### config.mk
export PLATFORM = sky130hd
export DESIGN_NAME = worst_fit_block_allocator_unit
export DESIGN_NICKNAME = d
export VERILOG_FILES = /design/src/design/wfba_pkg.sv /design/src/design/wfba_ctrl.sv /design/src/design/wfba_dpath.sv /design/src/design/worst_fit_block_allocator_unit.sv
export SDC_FILE = /design/constraint.sdc
export NUM_CORES = 1
export LEC_CHECK = 0
export ABC_AREA = 0
export BUFFER_PORTS_ARGS = -buffer_cell sky130_fd_sc_hd__buf_4
export CAP_MARGIN = 20
export CORE_ASPECT_RATIO = 1.1
export CORE_UTILIZATION = 54
export DETAILED_ROUTE_END_ITERATION = 10
export PLACE_DENSITY = 0.76
export SLEW_MARGIN = 20
export SYNTH_ARGS = -nofsm -noshare
export SYNTH_HDL_FRONTEND = slang
export SYNTH_HIERARCHICAL = 1
export SYNTH_SLANG_ARGS = --single-unit
### constraint.sdc
create_clock -name clk -period 3.7 [get_ports clk]
set_input_delay 0.925 -clock clk [delete_from_list [all_inputs] [get_ports clk]]
set_output_delay 0.925 -clock clk [all_outputs]
set_load 0.03 [all_outputs]
### src/design/wfba_pkg.sv
`default_nettype none
package wfba_pkg;

  // Default sizing of the free-size table.
  localparam int MaxBlocksDef = 16;
  localparam int SizeBitsDef  = 16;

  // Fixed widths of the stream fields.
  localparam int SlotW   = 4;
  localparam int AmountW = 16;
  localparam int InDataW = 24;

  localparam int ChosenW  = 4;
  localparam int SpaceW   = 16;
  localparam int OutDataW = 24;

  // Configuration port.
  localparam int ApbAddrW = 3;
  localparam int ApbDataW = 32;
  localparam int BiuW     = 5;

  typedef enum logic {
    REG_BLOCKS_IN_USE = 1'b0
  } reg_idx_t;

  typedef enum logic {
    MODE_LOAD    = 1'b0,
    MODE_REQUEST = 1'b1
  } mode_t;

  typedef enum logic [1:0] {
    S_IDLE,
    S_SCAN,
    S_DRAIN,
    S_UPDATE
  } state_t;

  typedef struct packed {
    logic load;    // write one table entry from the input beat
    logic start;   // latch the request and clear the search
    logic issue;   // read the entry at the scan index and advance it
    logic update;  // write back the chosen entry and load the result
  } wfba_cmd_t;

  typedef struct packed {
    logic last;        // the scan index points at the last entry in use
    logic limit_zero;  // no entries take part in the search
    logic out_free;    // the result register can take a new beat
  } wfba_sts_t;

endpackage
`default_nettype wire

### src/design/wfba_ctrl.sv
`default_nettype none
module wfba_ctrl
  import wfba_pkg::*;
(
  input  wire logic      clk,
  input  wire logic      rst,
  input  wire logic      in_valid,
  input  wire logic      in_mode,
  output logic           in_ready,
  input  wire wfba_sts_t sts,
  output wfba_cmd_t      cmd
);

  state_t state;
  state_t state_next;

  always_ff @(posedge clk) begin
    if (rst) begin
      state <= S_IDLE;
    end else begin
      state <= state_next;
    end
  end

  always_comb begin
    state_next = state;
    cmd        = '0;
    in_ready   = 1'b0;
    case (state)
      S_IDLE: begin
        in_ready = 1'b1;
        if (in_valid) begin
          if (in_mode == MODE_LOAD) begin
            cmd.load = 1'b1;
          end else begin
            cmd.start  = 1'b1;
            state_next = sts.limit_zero ? S_UPDATE : S_SCAN;
          end
        end
      end
      S_SCAN: begin
        cmd.issue = 1'b1;
        if (sts.last) begin
          state_next = S_DRAIN;
        end
      end
      S_DRAIN: begin
        // The last entry read is compared in this cycle.
        state_next = S_UPDATE;
      end
      S_UPDATE: begin
        if (sts.out_free) begin
          cmd.update = 1'b1;
          state_next = S_IDLE;
        end
      end
      default: begin
        state_next = S_IDLE;
      end
    endcase
  end

endmodule
`default_nettype wire

### src/design/wfba_dpath.sv
`default_nettype none
module wfba_dpath
  import wfba_pkg::*;
#(
  parameter int MAX_BLOCKS = MaxBlocksDef,
  parameter int SIZE_BITS  = SizeBitsDef,
  localparam int IdxW = (MAX_BLOCKS > 1) ? $clog2(MAX_BLOCKS) : 1,
  localparam int CntW = $clog2(MAX_BLOCKS + 1)
) (
  input  wire logic               clk,
  input  wire logic               rst,
  input  wire wfba_cmd_t          cmd,
  output wfba_sts_t               sts,
  input  wire logic [CntW-1:0]    limit,
  input  wire logic [SlotW-1:0]   in_slot,
  input  wire logic [AmountW-1:0] in_amount,
  output logic                    out_valid,
  input  wire logic               out_ready,
  output logic                    out_granted,
  output logic [ChosenW-1:0]      out_chosen,
  output logic [SpaceW-1:0]       out_space
);

  logic [SIZE_BITS-1:0] mem [MAX_BLOCKS];

  logic [SIZE_BITS-1:0] in_size;
  logic                 slot_ok;
  logic [SIZE_BITS-1:0] req;
  logic [IdxW-1:0]      scan_idx;
  logic [SIZE_BITS-1:0] rd_data;
  logic [IdxW-1:0]      rd_idx;
  logic                 rd_vld;
  logic                 found;
  logic [IdxW-1:0]      best_idx;
  logic [SIZE_BITS-1:0] best_val;
  logic                 take;
  logic [SIZE_BITS-1:0] remain;
  logic                 wr_en;
  logic [IdxW-1:0]      wr_addr;
  logic [SIZE_BITS-1:0] wr_data;

  assign in_size = SIZE_BITS'(in_amount);
  assign slot_ok = (32'(in_slot) < MAX_BLOCKS);
  assign remain  = best_val - req;

  // A candidate must fit; it replaces the best only when strictly larger,
  // so the lowest index wins a tie.
  assign take = rd_vld && (rd_data >= req) && (!found || (rd_data > best_val));

  always_comb begin
    wr_en   = 1'b0;
    wr_addr = IdxW'(in_slot);
    wr_data = in_size;
    if (cmd.load && slot_ok) begin
      wr_en = 1'b1;
    end else if (cmd.update && found) begin
      wr_en   = 1'b1;
      wr_addr = best_idx;
      wr_data = remain;
    end
  end

  always_ff @(posedge clk) begin
    if (wr_en) begin
      mem[wr_addr] <= wr_data;
    end
    if (cmd.issue) begin
      rd_data <= mem[scan_idx];
    end
  end

  always_ff @(posedge clk) begin
    rd_idx <= scan_idx;
    if (cmd.start) begin
      req      <= in_size;
      scan_idx <= '0;
    end else if (cmd.issue) begin
      scan_idx <= scan_idx + 1'b1;
    end
    if (take) begin
      best_idx <= rd_idx;
      best_val <= rd_data;
    end
  end

  always_ff @(posedge clk) begin
    if (rst) begin
      rd_vld <= 1'b0;
      found  <= 1'b0;
    end else begin
      rd_vld <= cmd.issue;
      if (cmd.start) begin
        found <= 1'b0;
      end else if (take) begin
        found <= 1'b1;
      end
    end
  end

  // Result register.
  always_ff @(posedge clk) begin
    if (rst) begin
      out_valid <= 1'b0;
    end else if (cmd.update) begin
      out_valid <= 1'b1;
    end else if (out_ready) begin
      out_valid <= 1'b0;
    end
  end

  always_ff @(posedge clk) begin
    if (cmd.update) begin
      out_granted <= found;
      out_chosen  <= found ? ChosenW'(best_idx) : '0;
      out_space   <= found ? SpaceW'(remain) : '0;
    end
  end

  assign sts.last       = ((CntW'(scan_idx) + 1'b1) == limit);
  assign sts.limit_zero = (limit == '0);
  assign sts.out_free   = !out_valid || out_ready;

endmodule
`default_nettype wire

### src/design/worst_fit_block_allocator_unit.sv
`default_nettype none
// Worst-fit block allocator. The unit keeps a table of free sizes for up to
// MAX_BLOCKS memory blocks. An input beat with s_tuser low loads one block's
// size and gives no result. A beat with s_tuser high requests an allocation:
// the first blocks_in_use entries are scanned through the single read port of
// the table, one entry per cycle, and the entry with the largest free size
// that still fits the request is chosen (lowest index on a tie). The chosen
// entry is reduced by the request and one result beat reports the grant, the
// index and the remaining size. A request is accepted, then scans N entries,
// where N is blocks_in_use capped at MAX_BLOCKS, then compares the last entry
// read and then writes back; with no blocks in use it is accepted and then
// writes back. The write back waits for as long as an earlier result beat
// still sits on the master side. A new beat is accepted while a result still
// waits on the master side. Entries must be loaded before a request scans
// them. The table has no reset; blocks_in_use resets to zero, which makes
// every request fail.
module worst_fit_block_allocator_unit
  import wfba_pkg::*;
#(
  parameter int MAX_BLOCKS = MaxBlocksDef,
  parameter int SIZE_BITS  = SizeBitsDef
) (
  input  wire logic                clk,
  input  wire logic                rst,
  // Input stream.
  input  wire logic                s_tvalid,
  output logic                     s_tready,
  input  wire logic [InDataW-1:0]  s_tdata,  // block_slot[3:0], amount[19:4], zero fill
  input  wire logic                s_tuser,  // mode
  // Result stream.
  output logic                     m_tvalid,
  input  wire logic                m_tready,
  output logic [OutDataW-1:0]      m_tdata,  // chosen_block[3:0], space_left[19:4], zero fill
  output logic                     m_tuser,  // granted
  // Configuration port.
  input  wire logic                psel,
  input  wire logic                penable,
  input  wire logic                pwrite,
  input  wire logic [ApbAddrW-1:0] paddr,
  input  wire logic [ApbDataW-1:0] pwdata,
  output logic [ApbDataW-1:0]      prdata,
  output logic                     pready
);

  localparam int CntW = $clog2(MAX_BLOCKS + 1);

  logic [BiuW-1:0]    blocks_in_use;
  logic [CntW-1:0]    limit;
  logic               cfg_write;
  wfba_cmd_t          cmd;
  wfba_sts_t          sts;
  logic [ChosenW-1:0] out_chosen;
  logic [SpaceW-1:0]  out_space;

  // The register index is the address divided by four; the low bits are
  // ignored.
  assign pready    = 1'b1;
  assign cfg_write = psel && penable && pwrite && pready;

  always_ff @(posedge clk) begin
    if (rst) begin
      blocks_in_use <= '0;
    end else if (cfg_write && (paddr[2] == REG_BLOCKS_IN_USE)) begin
      blocks_in_use <= pwdata[BiuW-1:0];
    end
  end

  assign prdata = (paddr[2] == REG_BLOCKS_IN_USE) ? ApbDataW'(blocks_in_use) : '0;

  // A count above the table depth searches the whole table.
  assign limit = (32'(blocks_in_use) > MAX_BLOCKS) ? CntW'(MAX_BLOCKS)
                                                   : CntW'(blocks_in_use);

  wfba_ctrl u_ctrl (
    .clk      (clk),
    .rst      (rst),
    .in_valid (s_tvalid),
    .in_mode  (s_tuser),
    .in_ready (s_tready),
    .sts      (sts),
    .cmd      (cmd)
  );

  wfba_dpath #(
    .MAX_BLOCKS (MAX_BLOCKS),
    .SIZE_BITS  (SIZE_BITS)
  ) u_dpath (
    .clk         (clk),
    .rst         (rst),
    .cmd         (cmd),
    .sts         (sts),
    .limit       (limit),
    .in_slot     (s_tdata[SlotW-1:0]),
    .in_amount   (s_tdata[SlotW+AmountW-1:SlotW]),
    .out_valid   (m_tvalid),
    .out_ready   (m_tready),
    .out_granted (m_tuser),
    .out_chosen  (out_chosen),
    .out_space   (out_space)
  );

  assign m_tdata = {(OutDataW - ChosenW - SpaceW)'(0), out_space, out_chosen};

endmodule
`default_nettype wire
### Word level (Yosys, flattened, before mapping)

Memories as Yosys holds them, arrays and structs flattened. A register that Yosys moved wholly into a read port is not among the register bits.
Index checks and enable logic that the tools add are counted.

| operators by class | value |
|---|---|
| muxes and demuxes | 26 |
| $mul | 0 |
| shift-type cells | 0 |
| reductions and logical operators | 15 |
| equality and inequality tests | 8 |
| add/subtract/negate cells | 3 |
| bitwise logic cells | 1 |
| divide/modulo/power cells | 0 |
| $lt $le $gt $ge | 3 |

Operator list:

| cell | number |
|---|---|
| $mux 16 | 2 |
| $ge 16x16->1 | 1 |
| $gt 16x16->1 | 1 |
| $sub 16x16->16 | 1 |
| $mux 2 | 7 |
| $mux 1 | 12 |
| $mux 5 | 2 |
| $mux 4 | 2 |
| $ne 2x2->1 const B | 4 |
| $pmux 2 s4 | 1 |
| $logic_and 1x1->1 | 6 |
| $add 4x1->5 const B | 1 |
| $eq 5x5->1 | 1 |
| $gt 5x5->1 const B | 1 |
| $logic_not 5->1 | 1 |
| $add 4x1->4 const B | 1 |
| $eq 2x2->1 const B | 2 |
| $reduce_and 4->1 | 1 |
| $eq 2x1->1 const B | 1 |
| $logic_not 1->1 | 2 |
| $logic_not 2->1 | 1 |
| $logic_or 1x1->1 | 2 |
| $reduce_bool 2->1 | 1 |
| $reduce_or 2->1 | 1 |
| $not 1->1 | 1 |

| storage, ports and cells | value |
|---|---|
| bits in latches | 0 |
| bits of input ports | 67 |
| memory bits (read-only) | 0 |
| memories | 1 |
| register bits | 75 |
| logic and storage cells | 70 |
| memory bits (writable) | 256 |
| output and inout bits | 60 |

Memories:

| memory | words | width | read ports | clocked after memory_dff | write ports | line | source |
|---|---|---|---|---|---|---|---|
| u_dpath.mem | 16 | 16 | 1 | 1 | 1 | wfba_dpath.sv:24 | `logic [SIZE_BITS-1:0] mem [MAX_BLOCKS];` |

### Depth between registers and ports, before layout

Gate-level depths: netlist of the first run.

| depth | value |
|---|---|
| depth after elaboration | 9 |
| depth in mapped cells | 10 |

### Cells and area by module

The synthesis of the first run kept the hierarchy.

Modules (own cells, without submodules):

| module | times used | area an instance (um2) | cells each |
|---|---|---|---|
| wfba_dpath | 1 | 14153.6 | 774 |
| worst_fit_block_allocator_unit | 1 | 554.3 | 66 |
| wfba_ctrl | 1 | 246.5 | 24 |

### Worst setup path after synthesis of the first run

OpenSTA, ideal clock, no wires.

| path | value |
|---|---|
| path type | input to register |
| start | input port m_tready |
| end | memory u_dpath/mem[7][0] (netlist name) (enable) |
| library setup time | 0.388 ns |
| stages on the path | 8 |
| slack | -0.193 ns |
| data required time | 3.312 ns |
| arrival | 3.505 ns |
| cell sequence | nand2b_1 -> and2_1 -> inv_1 -> or3_1 -> clkbuf_1 -> clkbuf_1 -> o32a_1 -> nor2_1 |

RTL lines:

| element | line | source |
|---|---|---|
| start, declared | worst_fit_block_allocator_unit.sv:32 | `input wire logic m_tready,` |
| end, declared | wfba_dpath.sv:24 |  |

### Worst setup path after layout of the first run

| path | value |
|---|---|
| start | register u_dpath.best_val[0] |
| end | memory u_dpath/mem[5][12] (netlist name) (data pin) |

| on the way | value |
|---|---|
| cells in the longest elaborated chain, start to end | 3 |

RTL lines:

| element | line | source |
|---|---|---|
| start, declared | wfba_dpath.sv:35 | `logic [SIZE_BITS-1:0] best_val;` |
| start signal, assigned | wfba_dpath.sv:82 | `best_val <= rd_data;` |
| $sub 16x16->16 | wfba_dpath.sv:44 | `assign remain = best_val - req;` |
| $mux 16 | wfba_dpath.sv:56 | `end else if (cmd.update && found) begin` |
| $mux 16 | wfba_dpath.sv:54 | `if (cmd.load && slot_ok) begin` |
| named net u_dpath.wr_data[12] | wfba_dpath.sv:40 | `logic [SIZE_BITS-1:0] wr_data;` |

The timed path passes the listed nets, and every way through them passes these cells.

==> metrics.txt, run 1 <==
r2r startpoint=u_dpath/best_val[0]$_DFFE_PP_; Post-Synthesis Cells=864; DR pass1 iterations=5; Placer Congestion=0.819; initial antenna violation count=0; Crit. End Element=flop; fin crit share=92.5%; TritonCTS sink count=347; Worst-Skew Late Latency=0.52 ns; Least-Margin Pin Slew=1.07 ns; Hold WS=0.410 ns; buffer count from post-CTS setup fixing=0; Post-synth EDFFs=329; Power per Cell Area=590 nW/um^2; post-synth top area share=66.1%; leak pwr=0.00596 uW; Final Max Slew Viols=0; CTS H-tree depth=2; most common cell after layout, fill and taps aside=edfxtp_1; Clock transition at path regs=0.06 ns; Final Instance Area=16900 sq um; commonest non-fill, non-tap cells in the layout=329 x edfxtp_1, 96 x buf_4, 80 x mux4_2; Multi-input gate area=4300 sq um; vias in the first global route=7823; clock period minus worst slack=3.42 ns; total core area=27100 sq um; I/O Buffers=61; largest net degree at the start of global routing=70; Iter 0 DRT Violations=691; worst setup path class=flop to flop; Setup-failing EPs final=0; part of the Yosys area used for sequential elements=68.5%; GRT Overall Usage=21.5%; Max Cap Violations=0; PnR Total Power=9990 uW; CTS tree=done; antenna viol nets, final=0; total CTS buffers=34; top post-synthesis cells by area=edfxtp_1 66%, mux4_2 12%, ha_1 4.4%; I/O Pins=127; final worst clock skew=0.0216 ns; fill count=1894; cts hold-fix bufs=0; Slew HR=28.1%; area grow syn2layout=13.1%; Reg area=10200 sq um; Top delay family on crit path=compound AO/OA/AOI/OAI gates; final net count=1089; max layer used=met4; RSZ-0062 raised after global routing=no; first-pass GRT wire length=44800 um; outcome=complete, no violations; Die ar.=28400 sq um; worst path bufs/invs=1; hold path start=u_dpath/rd_idx[3]$_DFF_P_; DR vias=7705; Die H=177 um; total routed wirelength=29100 um; Met2 Routed Length=15000 um; met3 WL=1480 um; Met1 Wirelength=12000 um; Hold Path Class=flop to flop; #FFs+latches synth=347; Post-route DRC=0; routed vias/inst=5.72; clk buf depth=3; GR Overflow Total=0; Synth cell types=61; maximum VDD drop=0.000376 V; n_diodes=0; crit path from=u_dpath/best_val[0]$_DFFE_PP_; CP max-delay cell=o21ai_1; syn avg cell area=17.3 sq um; Die Width=161 um; Peak Freq=0.292 GHz; Crit Path Max Fanout=16; Rows=63; Mapped Area=15000 sq um; Critical Path Start Type=flop; placed instance area=15900 sq um; DP HPWL=18300 um; Clock Root Buffer=clkbuf_16; area leader, netlist=edfxtp_1; Wirelength per Cell=21.6 um; Worst EP arrival=3.58 ns; crit-path cells=inv_1, ha_1, fa_1, nor2b_1, o31ai_1, a21oi_1, a21oi_1, o21ai_1, xnor2_1, o21ai_1; Top FF cell, synth=edfxtp_1; max incr delay on CP=0.84 ns; setup ws final=0.276 ns; CTS resizes=0; Critical Path RT=3.86 ns; Post-synth ARST share=0%; yosys warns=6; Place WS=0.270 ns; Final Hold Viols=0; proportion of layout cells with a drive suffix above 1=25.5%; Starting Density=55.1%
area by class of cell:
class                   instances  share of cell area (%)
inverters                      46                    1.02
multi-input cells             441                    25.4
clock buffers                  44                    5.37
well taps                     357                    2.64
repair buffers                 98                    4.50
flip-flops and latches        347                    60.6
clock inverters                15                   0.532
where the power goes:
part | switching (uW) | internal, uW
registers | 103 | 4580
clock network | 1390 | 1740
logic | 1160 | 1020
total | 2650 | 7340
cell usage after synthesis, drive strengths merged, types with 11 or more instances:
library cell / instances
edfxtp: 329
mux4: 80
nor2: 55
ha: 53
buf: 49
inv: 45
nand2: 32
o21ai: 30
a21oi: 24
nand2b: 20
dfxtp: 18
clkbuf: 11
nor2b: 11
stage by stage:
step | util (%) | setup TNS [ns] | instances
after global routing | 62.4 | 0 | 1348
final | 62.4 | 0 | 1348
after global placement | 58.7 | 0 | 1289
after detailed placement | 58.7 | 0 | 1289
after floorplan | - | -26.18 | 894
after CTS | 62.4 | 0 | 1348
final timing paths:
check	slack, ns	end	cells after the start
max reg2reg	0.28	u_dpath/mem[5][12]$_DFFE_PP_	10
max	0.28	u_dpath/mem[5][12]$_DFFE_PP_	10
min	0.41	u_dpath/best_idx[3]$_DFFE_PP_	0
min reg2reg	0.41	u_dpath/best_idx[3]$_DFFE_PP_	0
logic make-up (layout without fill, tap and decap cells):
family	Yosys count	after routing	share of synthesized area [%]
other	2	32	0.0502
adder cells (fa/ha/maj)	54	54	4.57
buffers and inverters	106	203	3.76
AO/OA/AOI/OAI	89	89	3.92
AND/OR/NAND/NOR	155	155	5.22
multiplexers	91	91	12.8
XOR/XNOR	20	20	1.17
flip-flops	347	347	68.5
state kept, by name, indices dropped and copies added, names as in the netlist, 5 cells and up:
register           flops
u_dpath/rd_data       16
u_dpath/req           16
u_dpath/out_space     16
u_dpath/best_val      16
blocks_in_use          5
u_dpath/mem          256
metal layers:
| layer | track usage [%] | vias to the layer above |
|---|---|---|
| met1 | 28.6 | 3918 |
| li1 | - | 3486 |
| met2 | 37.0 | 256 |
| met5 | 0 | - |
| met3 | 3.24 | 45 |
| met4 | 6.43 | 0 |
Power figures use the tool's default switching activity.
==> run 2: changes to the inputs <==
MAX_ROUTING_LAYER = met4   (was not set)
==> metrics.txt, run 2 (synthesis results as in run 1) <==
outcome=complete, no violations; Place WS=0.270 ns; leak pwr=0.00596 uW; Placer Congestion=0.831; TritonCTS sink count=347; clock period minus worst slack=3.45 ns; fin crit share=93.2%; max incr delay on CP=0.88 ns; RSZ-0062 raised after global routing=no; Rows=63; CTS resizes=0; NetSw=2650 uW; GRT Overall Usage=22.2%; Hold Path Class=flop to flop; Starting Density=55.1%; largest net degree at the start of global routing=70; Max Cap Violations=0; total CTS buffers=34; antenna viol nets, final=0; buffer count from post-CTS setup fixing=0; Combinational Power Share=21.8%; setup ws final=0.251 ns; maximum VDD drop=0.000376 V; switching part of the total=26.6%; CTS tree=done; Worst-Skew Late Latency=0.52 ns; Final Max Slew Viols=0; Die ar.=28400 sq um; Least-Margin Pin Slew=1.12 ns; routed vias/inst=5.74; Die Width=161 um; I/O Pins=127; setup TNS=0 ns; Final Hold Viols=0; CTS H-tree depth=2; commonest non-fill, non-tap cells in the layout=329 x edfxtp_1, 96 x buf_4, 80 x mux4_2; Int Power=7340 uW; Clock Root Buffer=clkbuf_16; Wirelength per Cell=21.6 um; register share of total power=46.9%; Clock transition at path regs=0.06 ns; worst setup path class=flop to flop; Worst EP arrival=3.59 ns; GR Overflow Total=0; clk buf depth=3; crit-path cells=inv_1, ha_1, fa_1, nor2b_1, o31ai_1, a21oi_1, a21oi_1, o21ai_1, xnor2_1, o21ai_1; Crit. End Element=flop; Crit Path Max Fanout=16; cts hold-fix bufs=0; Critical Path RT=3.85 ns; initial antenna violation count=0; Die H=177 um; vias in the first global route=7809; DP HPWL=18300 um; total routed wirelength=29100 um; DR vias=7743; area grow syn2layout=13.1%; Power per Cell Area=590 nW/um^2; DR pass1 iterations=5; most common cell after layout, fill and taps aside=edfxtp_1; first-pass GRT wire length=44900 um; Peak Freq=0.290 GHz; Slew HR=24.6%; max reg flops=256; Iter 0 DRT Violations=690; Post-route DRC=0; Setup-failing EPs final=0; Critical Path Start Type=flop; CP max-delay cell=o21ai_1; final worst clock skew=0.0185 ns; share of power burned in the clock network=31.3%; I/O Buffers=61; proportion of layout cells with a drive suffix above 1=25.5%; Top reg by flops=u_dpath/mem; total core area=27100 sq um; n_diodes=0; final net count=1089
-- run 2: power by group through the flow --
stage	registers, uW	clock network (uW)	logic (uW)
2_1_floorplan	4780	0	1660
3_3_place_gp	4750	0	2140
3_5_place_dp	4770	0	2170
4_1_cts	4680	3180	2200
5_1_grt	4700	3340	2370
6_report	4680	3130	2180
-- run 2: final timing paths --
check / cells after the start / endpoint / slack (ns) / from
min reg2reg: 0 / u_dpath/best_idx[3]$_DFFE_PP_ / 0.41 / u_dpath/rd_idx[3]$_DFF_P_
min: 0 / u_dpath/best_idx[3]$_DFFE_PP_ / 0.41 / u_dpath/rd_idx[3]$_DFF_P_
max: 10 / u_dpath/mem[5][12]$_DFFE_PP_ / 0.25 / u_dpath/best_val[0]$_DFFE_PP_
max reg2reg: 10 / u_dpath/mem[5][12]$_DFFE_PP_ / 0.25 / u_dpath/best_val[0]$_DFFE_PP_
-- run 2: final cells by class --
class                      instances  area [sq um]
sequential                       347         10200
fill                            1894         10200
multi-input combinational        441          4300
clock buffer                      44           908
timing repair buffer              98           761
tap                              357           447
inverter                          46           173
clock inverter                    15          90.1
-- run 2: worst max-delay path: cells and delay by family, from the launching register on --
| family | cells | cell delay [ns] |
|---|---|---|
| and+or+nand+nor | 1 | 0.07 |
| adders and majority gates | 2 | 0.42 |
| xor gates and xnor gates | 1 | 0.18 |
| buffers and inverters | 1 | 0.08 |
| AOI/OAI and AO/OA | 5 | 1.93 |
| DFF | 1 | 0.41 |
-- run 2: through the flow --
step	hold WS [ns]	cells	power [uW]	area, sq um	util [%]
5_1_grt	0.419	1348	10400	16900	62.4
2_1_floorplan	0.344	894	6440	15100	-
4_1_cts	0.408	1348	10100	16900	62.4
6_report	0.411	1348	9990	16900	62.4
3_3_place_gp	0.386	1289	6900	15900	58.7
3_5_place_dp	0.394	1289	6940	15900	58.7
-- run 2: routing by layer --
metal  global-route usage, %  part of all wire, %
met5                       -                    0
met3                    3.24                  6.4
met1                    28.7                   40
met2                    37.0                   51
met4                    6.43                  2.0
